===== src/rtl/tss_pkg.sv =====
// ---------------------------------------------------------------------------
// tss_pkg: shared types and constants for the time step snap search
// Register indexes, snap modes, item kinds and fixed field widths.
// ---------------------------------------------------------------------------
package tss_pkg;

  // fixed field widths
  localparam int unsigned IDX_W       = 6;  // entry_index / chosen_index
  localparam int unsigned MODE_W      = 2;  // snap_mode register
  localparam int unsigned COUNT_W     = 7;  // entry_count register
  localparam int unsigned CFG_IDX_W   = 1;
  localparam int unsigned CFG_DATA_W  = 7;

  // configuration register indexes
  localparam logic [CFG_IDX_W-1:0] CFG_SNAP_MODE   = 1'b0;
  localparam logic [CFG_IDX_W-1:0] CFG_ENTRY_COUNT = 1'b1;

  // item kinds on the input tuser
  localparam logic KIND_LOAD  = 1'b0;
  localparam logic KIND_QUERY = 1'b1;

  typedef enum logic [MODE_W-1:0] {
    SNAP_NEAREST = 2'd0,
    SNAP_BELOW   = 2'd1,
    SNAP_ABOVE   = 2'd2
  } snap_mode_e;

endpackage


===== src/rtl/time_step_snap_search.sv =====
// ---------------------------------------------------------------------------
// time_step_snap_search
// Sorted time table with nearest / floor / ceiling snap of a query time.
// ---------------------------------------------------------------------------
// Load item: written into the table RAM in the transfer cycle, no result.
// Query item: one table read per cycle over entry_count entries (single RAM
//   read port, registered read data); the result is loaded in ST_FINISH after
//   the scan, or as a pass-through when entry_count is 0, later while an older
//   result is still held. Input is busy until then; the next item is taken
//   while the result waits in the output register. Reset clears control state.
module time_step_snap_search #(
  parameter int unsigned TABLE_DEPTH = 64,
  parameter int unsigned TIME_BITS   = 32
) (
  input  logic clk_i,
  input  logic rst_ni,

  // input stream
  input  logic s_axis_tvalid_i,
  output logic s_axis_tready_o,
  // tdata: entry_index[5:0], time_value[TIME_BITS-1:0], zero pad
  input  logic [((tss_pkg::IDX_W + TIME_BITS + 7) / 8) * 8 - 1:0] s_axis_tdata_i,
  // tuser: kind
  input  logic [0:0] s_axis_tuser_i,

  // result stream
  output logic m_axis_tvalid_o,
  input  logic m_axis_tready_i,
  // tdata: snapped_time[TIME_BITS-1:0], chosen_index[5:0], zero pad
  output logic [((tss_pkg::IDX_W + TIME_BITS + 7) / 8) * 8 - 1:0] m_axis_tdata_o,
  // tuser: from_table
  output logic [0:0] m_axis_tuser_o,

  // configuration writes
  input  logic                            cfg_valid_i,
  output logic                            cfg_ready_o,
  input  logic [tss_pkg::CFG_IDX_W-1:0]   cfg_index_i,
  input  logic [tss_pkg::CFG_DATA_W-1:0]  cfg_data_i
);
  import tss_pkg::*;

  localparam int unsigned IdxW  = (TABLE_DEPTH > 1) ? $clog2(TABLE_DEPTH) : 1;
  localparam int unsigned CntW  = $clog2(TABLE_DEPTH + 1);
  localparam int unsigned CmpW  = (CntW > COUNT_W) ? CntW : COUNT_W;
  localparam int unsigned DiffW = TIME_BITS + 1;

  typedef enum logic [1:0] {
    ST_IDLE,
    ST_SCAN,
    ST_FINISH
  } state_e;

  state_e state_q;

  // configuration
  logic [MODE_W-1:0]  snap_mode_q;
  logic [COUNT_W-1:0] entry_count_q;

  assign cfg_ready_o = 1'b1;

  always_ff @(posedge clk_i or negedge rst_ni) begin
    if (!rst_ni) begin
      snap_mode_q   <= '0;
      entry_count_q <= '0;
    end else if (cfg_valid_i) begin
      unique case (cfg_index_i)
        CFG_SNAP_MODE:   snap_mode_q   <= cfg_data_i[MODE_W-1:0];
        CFG_ENTRY_COUNT: entry_count_q <= cfg_data_i[COUNT_W-1:0];
        default: ;
      endcase
    end
  end

  // input unpack
  logic                        in_kind;
  logic [IDX_W-1:0]            in_idx;
  logic signed [TIME_BITS-1:0] in_time;
  logic                        in_xfer;
  logic [CmpW-1:0]             in_idx_wide;
  logic [CmpW-1:0]             count_wide;
  logic [CntW-1:0]             count_eff;

  assign in_kind     = s_axis_tuser_i[0];
  assign in_idx      = s_axis_tdata_i[IDX_W-1:0];
  assign in_time     = s_axis_tdata_i[IDX_W +: TIME_BITS];
  assign s_axis_tready_o = (state_q == ST_IDLE);
  assign in_xfer     = s_axis_tvalid_i && s_axis_tready_o;
  assign in_idx_wide = CmpW'(in_idx);
  assign count_wide  = (CmpW'(entry_count_q) > CmpW'(TABLE_DEPTH)) ?
                       CmpW'(TABLE_DEPTH) : CmpW'(entry_count_q);
  assign count_eff   = count_wide[CntW-1:0];

  // table RAM: one write port (loads), one registered read port (scan).
  // Loads are only taken in idle, so a read never overlaps a write.
  logic signed [TIME_BITS-1:0] time_table [TABLE_DEPTH];
  logic                        mem_we;
  logic [IdxW-1:0]             mem_waddr;
  logic                        rd_en;
  logic [IdxW-1:0]             rd_addr;
  logic signed [TIME_BITS-1:0] rd_data_q;

  assign mem_we    = in_xfer && (in_kind == KIND_LOAD) &&
                     (in_idx_wide < CmpW'(TABLE_DEPTH));
  assign mem_waddr = in_idx_wide[IdxW-1:0];

  always_ff @(posedge clk_i) begin
    if (mem_we) begin
      time_table[mem_waddr] <= in_time;
    end
    if (rd_en) begin
      rd_data_q <= time_table[rd_addr];
    end
  end

  // scan control
  logic [CntW-1:0]             cnt_q;
  logic [CntW-1:0]             rd_cnt_q;
  logic                        ev_valid_q;
  logic [CntW-1:0]             ev_idx_q;
  logic                        ev_last;
  logic signed [TIME_BITS-1:0] query_q;

  assign rd_en   = (state_q == ST_SCAN) && (rd_cnt_q != cnt_q);
  assign rd_addr = rd_cnt_q[IdxW-1:0];
  assign ev_last = ev_valid_q && (CntW'(ev_idx_q + 1'b1) == cnt_q);

  // evaluation of one entry
  logic                        found_q, found_d;
  logic                        stop_q, stop_d;
  logic [IdxW-1:0]             pick_q, pick_d;
  logic signed [TIME_BITS-1:0] pick_val_q, pick_val_d;
  logic signed [TIME_BITS-1:0] first_val_q;
  logic [DiffW-1:0]            best_q, best_d;
  logic signed [DiffW-1:0]     q_ext, e_ext, diff_qe, diff_eq;
  logic [DiffW-1:0]            abs_d;

  assign q_ext   = DiffW'(query_q);
  assign e_ext   = DiffW'(rd_data_q);
  assign diff_qe = q_ext - e_ext;
  assign diff_eq = e_ext - q_ext;
  assign abs_d   = diff_qe[DiffW-1] ? diff_eq : diff_qe;

  always_comb begin
    found_d    = found_q;
    stop_d     = stop_q;
    pick_d     = pick_q;
    pick_val_d = pick_val_q;
    best_d     = best_q;
    if (ev_valid_q && !stop_q) begin
      unique case (snap_mode_e'(snap_mode_q))
        SNAP_NEAREST: begin
          // strict less-than keeps the earliest entry on a tie
          if (!found_q || (abs_d < best_q)) begin
            found_d    = 1'b1;
            best_d     = abs_d;
            pick_d     = ev_idx_q[IdxW-1:0];
            pick_val_d = rd_data_q;
          end
        end
        SNAP_BELOW: begin
          if (rd_data_q > query_q) begin
            stop_d = 1'b1;
          end else begin
            found_d    = 1'b1;
            pick_d     = ev_idx_q[IdxW-1:0];
            pick_val_d = rd_data_q;
            if (rd_data_q == query_q) begin
              stop_d = 1'b1;
            end
          end
        end
        SNAP_ABOVE: begin
          if (rd_data_q >= query_q) begin
            found_d    = 1'b1;
            stop_d     = 1'b1;
            pick_d     = ev_idx_q[IdxW-1:0];
            pick_val_d = rd_data_q;
          end
        end
        default: ;  // unused mode selects nothing, entry 0 is returned
      endcase
    end
  end

  // result register
  logic                        out_valid_q;
  logic signed [TIME_BITS-1:0] out_time_q;
  logic [IDX_W-1:0]            out_idx_q;
  logic                        out_from_table_q;
  logic                        out_free;
  logic                        res_load;
  logic [CmpW-1:0]             pick_wide;

  assign out_free  = !out_valid_q || m_axis_tready_i;
  assign res_load  = (state_q == ST_FINISH) && out_free;
  assign pick_wide = CmpW'(pick_q);

  always_ff @(posedge clk_i or negedge rst_ni) begin
    if (!rst_ni) begin
      state_q     <= ST_IDLE;
      cnt_q       <= '0;
      rd_cnt_q    <= '0;
      ev_valid_q  <= 1'b0;
      ev_idx_q    <= '0;
      found_q     <= 1'b0;
      stop_q      <= 1'b0;
      out_valid_q <= 1'b0;
    end else begin
      if (res_load) begin
        out_valid_q <= 1'b1;
      end else if (m_axis_tready_i) begin
        out_valid_q <= 1'b0;
      end
      unique case (state_q)
        ST_IDLE: begin
          if (in_xfer && (in_kind == KIND_QUERY)) begin
            query_q    <= in_time;
            cnt_q      <= count_eff;
            rd_cnt_q   <= '0;
            ev_valid_q <= 1'b0;
            found_q    <= 1'b0;
            stop_q     <= 1'b0;
            state_q    <= (count_eff == '0) ? ST_FINISH : ST_SCAN;
          end
        end
        ST_SCAN: begin
          if (rd_en) begin
            rd_cnt_q <= CntW'(rd_cnt_q + 1'b1);
          end
          ev_valid_q <= rd_en;
          ev_idx_q   <= rd_cnt_q;
          found_q    <= found_d;
          stop_q     <= stop_d;
          pick_q     <= pick_d;
          pick_val_q <= pick_val_d;
          best_q     <= best_d;
          if (ev_valid_q && (ev_idx_q == '0)) begin
            first_val_q <= rd_data_q;
          end
          if (ev_last) begin
            state_q <= ST_FINISH;
          end
        end
        ST_FINISH: begin
          if (out_free) begin
            if (cnt_q == '0) begin
              out_time_q       <= query_q;
              out_idx_q        <= '0;
              out_from_table_q <= 1'b0;
            end else begin
              out_time_q       <= found_q ? pick_val_q : first_val_q;
              out_idx_q        <= found_q ? pick_wide[IDX_W-1:0] : '0;
              out_from_table_q <= 1'b1;
            end
            state_q <= ST_IDLE;
          end
        end
        default: state_q <= ST_IDLE;
      endcase
    end
  end

  assign m_axis_tvalid_o   = out_valid_q;
  assign m_axis_tuser_o[0] = out_from_table_q;

  always_comb begin
    m_axis_tdata_o                       = '0;
    m_axis_tdata_o[TIME_BITS-1:0]        = out_time_q;
    m_axis_tdata_o[TIME_BITS +: IDX_W]   = out_idx_q;
  end

  // assertions
  a_load_no_result: assert property (@(posedge clk_i) disable iff (!rst_ni)
    in_xfer && (in_kind == KIND_LOAD) |=> !$rose(m_axis_tvalid_o))
    else $error("load transfer produced a result");

  a_query_leaves_idle: assert property (@(posedge clk_i) disable iff (!rst_ni)
    in_xfer && (in_kind == KIND_QUERY) |=> (state_q != ST_IDLE))
    else $error("query transfer did not start a search");

  a_read_in_range: assert property (@(posedge clk_i) disable iff (!rst_ni)
    rd_en |-> (rd_cnt_q < cnt_q))
    else $error("table read beyond entry count");

  a_eval_in_range: assert property (@(posedge clk_i) disable iff (!rst_ni)
    (state_q == ST_SCAN) && ev_valid_q |-> (ev_idx_q < cnt_q))
    else $error("evaluated entry beyond entry count");

  a_passthrough_index: assert property (@(posedge clk_i) disable iff (!rst_ni)
    m_axis_tvalid_o && !m_axis_tuser_o[0] |-> (out_idx_q == '0))
    else $error("pass-through result with nonzero index");

endmodule

===== config.mk =====
export PLATFORM = sky130hd
export DESIGN_NAME = time_step_snap_search
export DESIGN_NICKNAME = d
export VERILOG_FILES = /design/src/rtl/tss_pkg.sv /design/src/rtl/time_step_snap_search.sv
export SDC_FILE = /design/constraint.sdc
export NUM_CORES = 2
export LEC_CHECK = 0
export ABC_AREA = 0
export BUFFER_PORTS_ARGS = -buffer_cell sky130_fd_sc_hd__buf_2
export CAP_MARGIN = 10
export CORE_MARGIN = 3
export CORE_UTILIZATION = 40
export CTS_CLUSTER_SIZE = 40
export DETAILED_ROUTE_END_ITERATION = 12
export SLEW_MARGIN = 20
export SYNTH_ARGS = -nofsm -noshare
export SYNTH_HDL_FRONTEND = slang
export SYNTH_SLANG_ARGS = --single-unit

===== constraint.sdc =====
create_clock -name clk_i -period 8.2 [get_ports clk_i]
set_input_delay 2.46 -clock clk_i [delete_from_list [all_inputs] [get_ports clk_i]]
set_output_delay 2.46 -clock clk_i [all_outputs]
set_load 0.1 [all_outputs]

==> summary.txt <==
Power and ir drop
  • Sequential power share: 42.9%
  • Combinational share of power: 27.1%
  • Internal power consumption: 0.0226 W
  • Static Leakage: ~32 nW
  • Power per unit of standard cell area: 312 nW/µm²
  • Net switching fraction of the power: 29.5%
  • Peak supply drop: 0.333 mV
  • Clock network fraction of total power: 30.0%
  • Sw power: 0.00945 W

Yosys
  • Area share of the largest cell type after synthesis: 74.2%
  • Gate count of the mapped netlist: 4186
  • Yosys warning count: 0
  • Yosys reg bits: ~2300
  • Most numerous cell in the Yosys netlist: sky130_fd_sc_hd__edfxtp_1
  • Part of the Yosys area used for sequential elements: 75.2%
  • Cell types occupying the most area after synthesis: sky130_fd_sc_hd__edfxtp_1, sky130_fd_sc_hd__mux4_2, sky130_fd_sc_hd__ha_1
  • EDFF count, synth: roughly 2300
  • Primary FF master, synth: sky130_fd_sc_hd__edfxtp_1
  • Cell accounting for the most synthesized area: sky130_fd_sc_hd__edfxtp_1
  • Mapped Area: 91200 µm²
  • Async set-or-reset flop fraction in the synthesized netlist: approximately 1.6%
  • Mean Syn Cell Area: 21.8 µm²
  • Top cells by instance count after synthesis: sky130_fd_sc_hd__edfxtp_1, sky130_fd_sc_hd__mux4_2, sky130_fd_sc_hd__nor2_1
  • Unique cell type count in the Yosys netlist: 79

GRT
  • Final global-route overflow total: 0
  • Largest net degree at the start of global routing: 131
  • Via count of the first global-routing pass: 43200
  • Gr usage total: 18.1%
  • Initial antenna violation count: 22
  • Global-route wire length before repair: approximately 310000 µm

Placement
  • Gpl congestion: 0.854
  • Number of I/O port buffers: 92
  • Post-detailed-placement half-perimeter wirelength: approximately 120000 µm

Finish
  • Share of layout cells above drive strength 1: 27.9%
  • Sequential Area: roughly 70000 µm²
  • Footprint of the multi-input gates: about 22000 µm²
  • Share of the core filled with cells: a little under half
  • Post-synthesis to final-layout area growth: 12.8%
  • Number of fill cells in the layout: ~19000
  • # nets final: 4558

Routing
  • Total vias in the final route: between 40000 and 50000
  • Detailed-router iteration count before antenna repair: 6
  • Antenna-violating nets left: 0
  • Wire per inst: between 20 and 30 µm
  • Total wirelength of the detailed-routed design: 213000 µm
  • Drt first-iter violations: around 4700
  • Routed via count divided by cell count: 5.66
  • Residual DRC: 0

Clock network
  • Post_cts resized: 0
  • Clock slew at the register clock pins of the worst setup and hold paths: 60 ps
  • Sinks on Clock Net: between 2000 and 2500
  • Root buffer selected by CTS: sky130_fd_sc_hd__clkbuf_16
  • Insertion delay of the later-clocked pin in the worst-skew pair: 840 ps
  • H-tree depth: 4
  • Number of buffers added to fix hold violations after cts: 0
  • Number of buffers inserted to repair setup after CTS: 0
  • Buffer depth of the longest clock path: 3
  • CTS tree: yes
  • Total CTS buffers: 223

Timing
  • Period utilisation layout: between 80% and 90%
  • Final count of pins violating max slew: 0
  • Tmin final: between 6000 and 7000 ps
  • Worst slew margin relative to its limit: 18.9%
  • Worst Max-Slew Pin Slew: 1200 ps
  • RSZ-0062 raised after global routing: false
  • Maximum clock frequency: 148 MHz
  • Post-route setup TNS: 0 ps
  • Final setup viols: 0
  • Final Hold Vio Count: 0
  • Clock Skews: 37.1 ps

Setup path
  • Type of the worst setup path: reg -> reg
  • Launch point of the critical path: rd_data_q[31]
  • Worst path cell trace: inv_1 -> ha_1 -> inv_2 -> o31ai_1 -> nor2_1 -> a21oi_4 -> o21a_1 -> o21ai_0 -> a32oi_1 -> xnor2_1 -> ha_1 -> a21o_1 -> a21o_1 -> a21o_1 -> a21o_1 -> a21o_1 -> a311o_1 -> o21ai_0 -> a21o_1 -> buf_4
  • Slowest stage delay, CP: roughly 660 ps
  • Largest driver fanout on the critical path: 32
  • Max stage delay cell, worst path: sky130_fd_sc_hd__o21a_1
  • Crit-path leading delay family: compound AO/OA/AOI/OAI gates
  • Critical path required time: roughly 8700 ps
  • Arrival time at the worst endpoint: approximately 7200 ps
  • Buffers & Inverters on Critical Path: 3
  • Setup slack, reg-to-reg: ~1400 ps
  • Type of origin of the critical path: flop
  • Cell occurring most often along the worst timing path: sky130_fd_sc_hd__a21o_1
  • Worst R2R Start: rd_data_q[31]
  • CP Capture Type: flop

Min path
  • Hold crit path type: reg -> reg
  • Min-Delay Startpoint: rd_data_q[25]

Die
  • DIE AREA: 234000 µm²
  • Height of the die: 483 µm
  • Num ports: 98
  • Horizontal die dimension: 483 µm
  • Initial cell density of the core: 40.4%
  • Core footprint: 226000 µm²
  • Standard-cell rows: 174

Run
  • Max capacitance violation total: 0

Outcome
  • Outcome: finished clean
-- flip-flops by register name, indices dropped and copies added (netlist names) --
signal	flops
stop_q	1
rd_cnt_q	7
entry_count_q	7
cnt_q	7
snap_mode_q	2
time_table	2048
found_q	1
query_q	32
pick_q	6
m_axis_tuser_o	1
ev_valid_q	1
out_idx_q	6
state_q	2
first_val_q	32
ev_idx_q	7
out_time_q	32
rd_data_q	32
m_axis_tvalid_o	1
pick_val_q	32
best_q	33
-- layout by cell type (no fill, tap or decap), types with 6 or more instances in the layout --
cell,Yosys,final
sky130_fd_sc_hd__o21bai_1,6,6
sky130_fd_sc_hd__a21o_1,41,41
sky130_fd_sc_hd__mux2_2,12,12
sky130_fd_sc_hd__nand4_1,24,24
sky130_fd_sc_hd__edfxtp_1,2254,2254
sky130_fd_sc_hd__xor2_1,16,16
sky130_fd_sc_hd__o21a_1,7,7
sky130_fd_sc_hd__o21ai_0,61,60
sky130_fd_sc_hd__nand2_1,92,91
sky130_fd_sc_hd__and3_1,11,11
sky130_fd_sc_hd__clkinv_1,0,62
sky130_fd_sc_hd__inv_1,120,120
sky130_fd_sc_hd__clkinv_2,0,39
sky130_fd_sc_hd__a211oi_1,11,11
sky130_fd_sc_hd__nor2b_1,9,9
sky130_fd_sc_hd__or3_1,6,6
sky130_fd_sc_hd__nor4_1,8,8
sky130_fd_sc_hd__nand3b_1,11,11
sky130_fd_sc_hd__buf_4,10,121
sky130_fd_sc_hd__ha_1,100,100
sky130_fd_sc_hd__mux2i_1,49,49
sky130_fd_sc_hd__clkbuf_16,0,224
sky130_fd_sc_hd__nor2_1,146,82
sky130_fd_sc_hd__buf_12,0,13
sky130_fd_sc_hd__bufinv_16,0,10
sky130_fd_sc_hd__mux4_2,672,672
sky130_fd_sc_hd__nand2b_1,8,8
sky130_fd_sc_hd__buf_2,56,67
sky130_fd_sc_hd__dfrtp_1,36,29
sky130_fd_sc_hd__nand3_1,24,24
sky130_fd_sc_hd__clkbuf_1,102,53
sky130_fd_sc_hd__nor2_4,1,65
sky130_fd_sc_hd__nor3_1,8,8
sky130_fd_sc_hd__a21oi_1,119,119
sky130_fd_sc_hd__diode_2,0,10
sky130_fd_sc_hd__o221ai_1,6,6
sky130_fd_sc_hd__xnor2_1,29,29
-- logic make-up after synthesis --
group / Yosys count / share of synthesized area, %
buf+inv: 332 / 1.51
xor+xnor: 45 / 0.432
fa+ha+maj: 102 / 1.42
other cells: 2 / 0.00824
simple gates: 368 / 1.91
flops: 2290 / 75.2
mux: 733 / 17.3
compound gates: 314 / 2.20
-- path summary, 6_finish.rpt --
kind	to	depth (start not counted)
worst max register to register	pick_val_q[5]	20
max in group asynchronous	rd_cnt_q[2]	2
worst min register to register	first_val_q[25]	0
worst max-delay path	pick_val_q[5]	20
min in group asynchronous	cnt_q[2]	2
worst min-delay path	first_val_q[25]	0
-- power by group through the flow --
stage	Sequential, W	Clock, W	Combinational (W)
3_5_place_dp	0.0140	0	0.00872
5_1_grt	0.0138	0.0103	0.00936
3_3_place_gp	0.0140	0	0.00870
6_report	0.0137	0.00963	0.00867
4_1_cts	0.0138	0.00986	0.00874
2_1_floorplan	0.0139	0	0.00621
-- layer usage --
| metal | vias up | wire length [µm] | share of wire [%] | global-route usage (%) |
|---|---|---|---|---|
| li1 | 18000 | - | - | - |
| met2 | 1416 | 103000 | 48 | 28.8 |
| met4 | 0 | 3470 | 1.6 | 3.69 |
| met3 | 260 | 13100 | 6.1 | 2.79 |
| met5 | - | 0 | 0 | 0 |
| met1 | 23300 | 93800 | 44 | 26.8 |
-- stage by stage --
step	instance area (µm²)	instances	setup slack [ps]	hold slack, ps	total power [W]
5_1_grt	103000	7580	1100	529	0.0335
3_3_place_gp	96000	7168	1510	492	0.0227
2_1_floorplan	91200	4187	1300	423	0.0201
4_1_cts	103000	7579	1310	512	0.0324
6_report	103000	7589	1440	508	0.0320
3_5_place_dp	96000	7169	1370	500	0.0227
-- cell type report --
cell class                      count  area share, %
Antenna cell                       10         0.0243
Clock buffer                      280           5.68
Clock inverter                    130          0.941
Inverter                          121          0.441
Multi-Input combinational cell   1565           21.1
Sequential cell                  2290           66.7
Tap cell                         2992           3.64
Timing Repair Buffer              201           1.46
No activity file was read; power rests on OpenSTA's default activity.
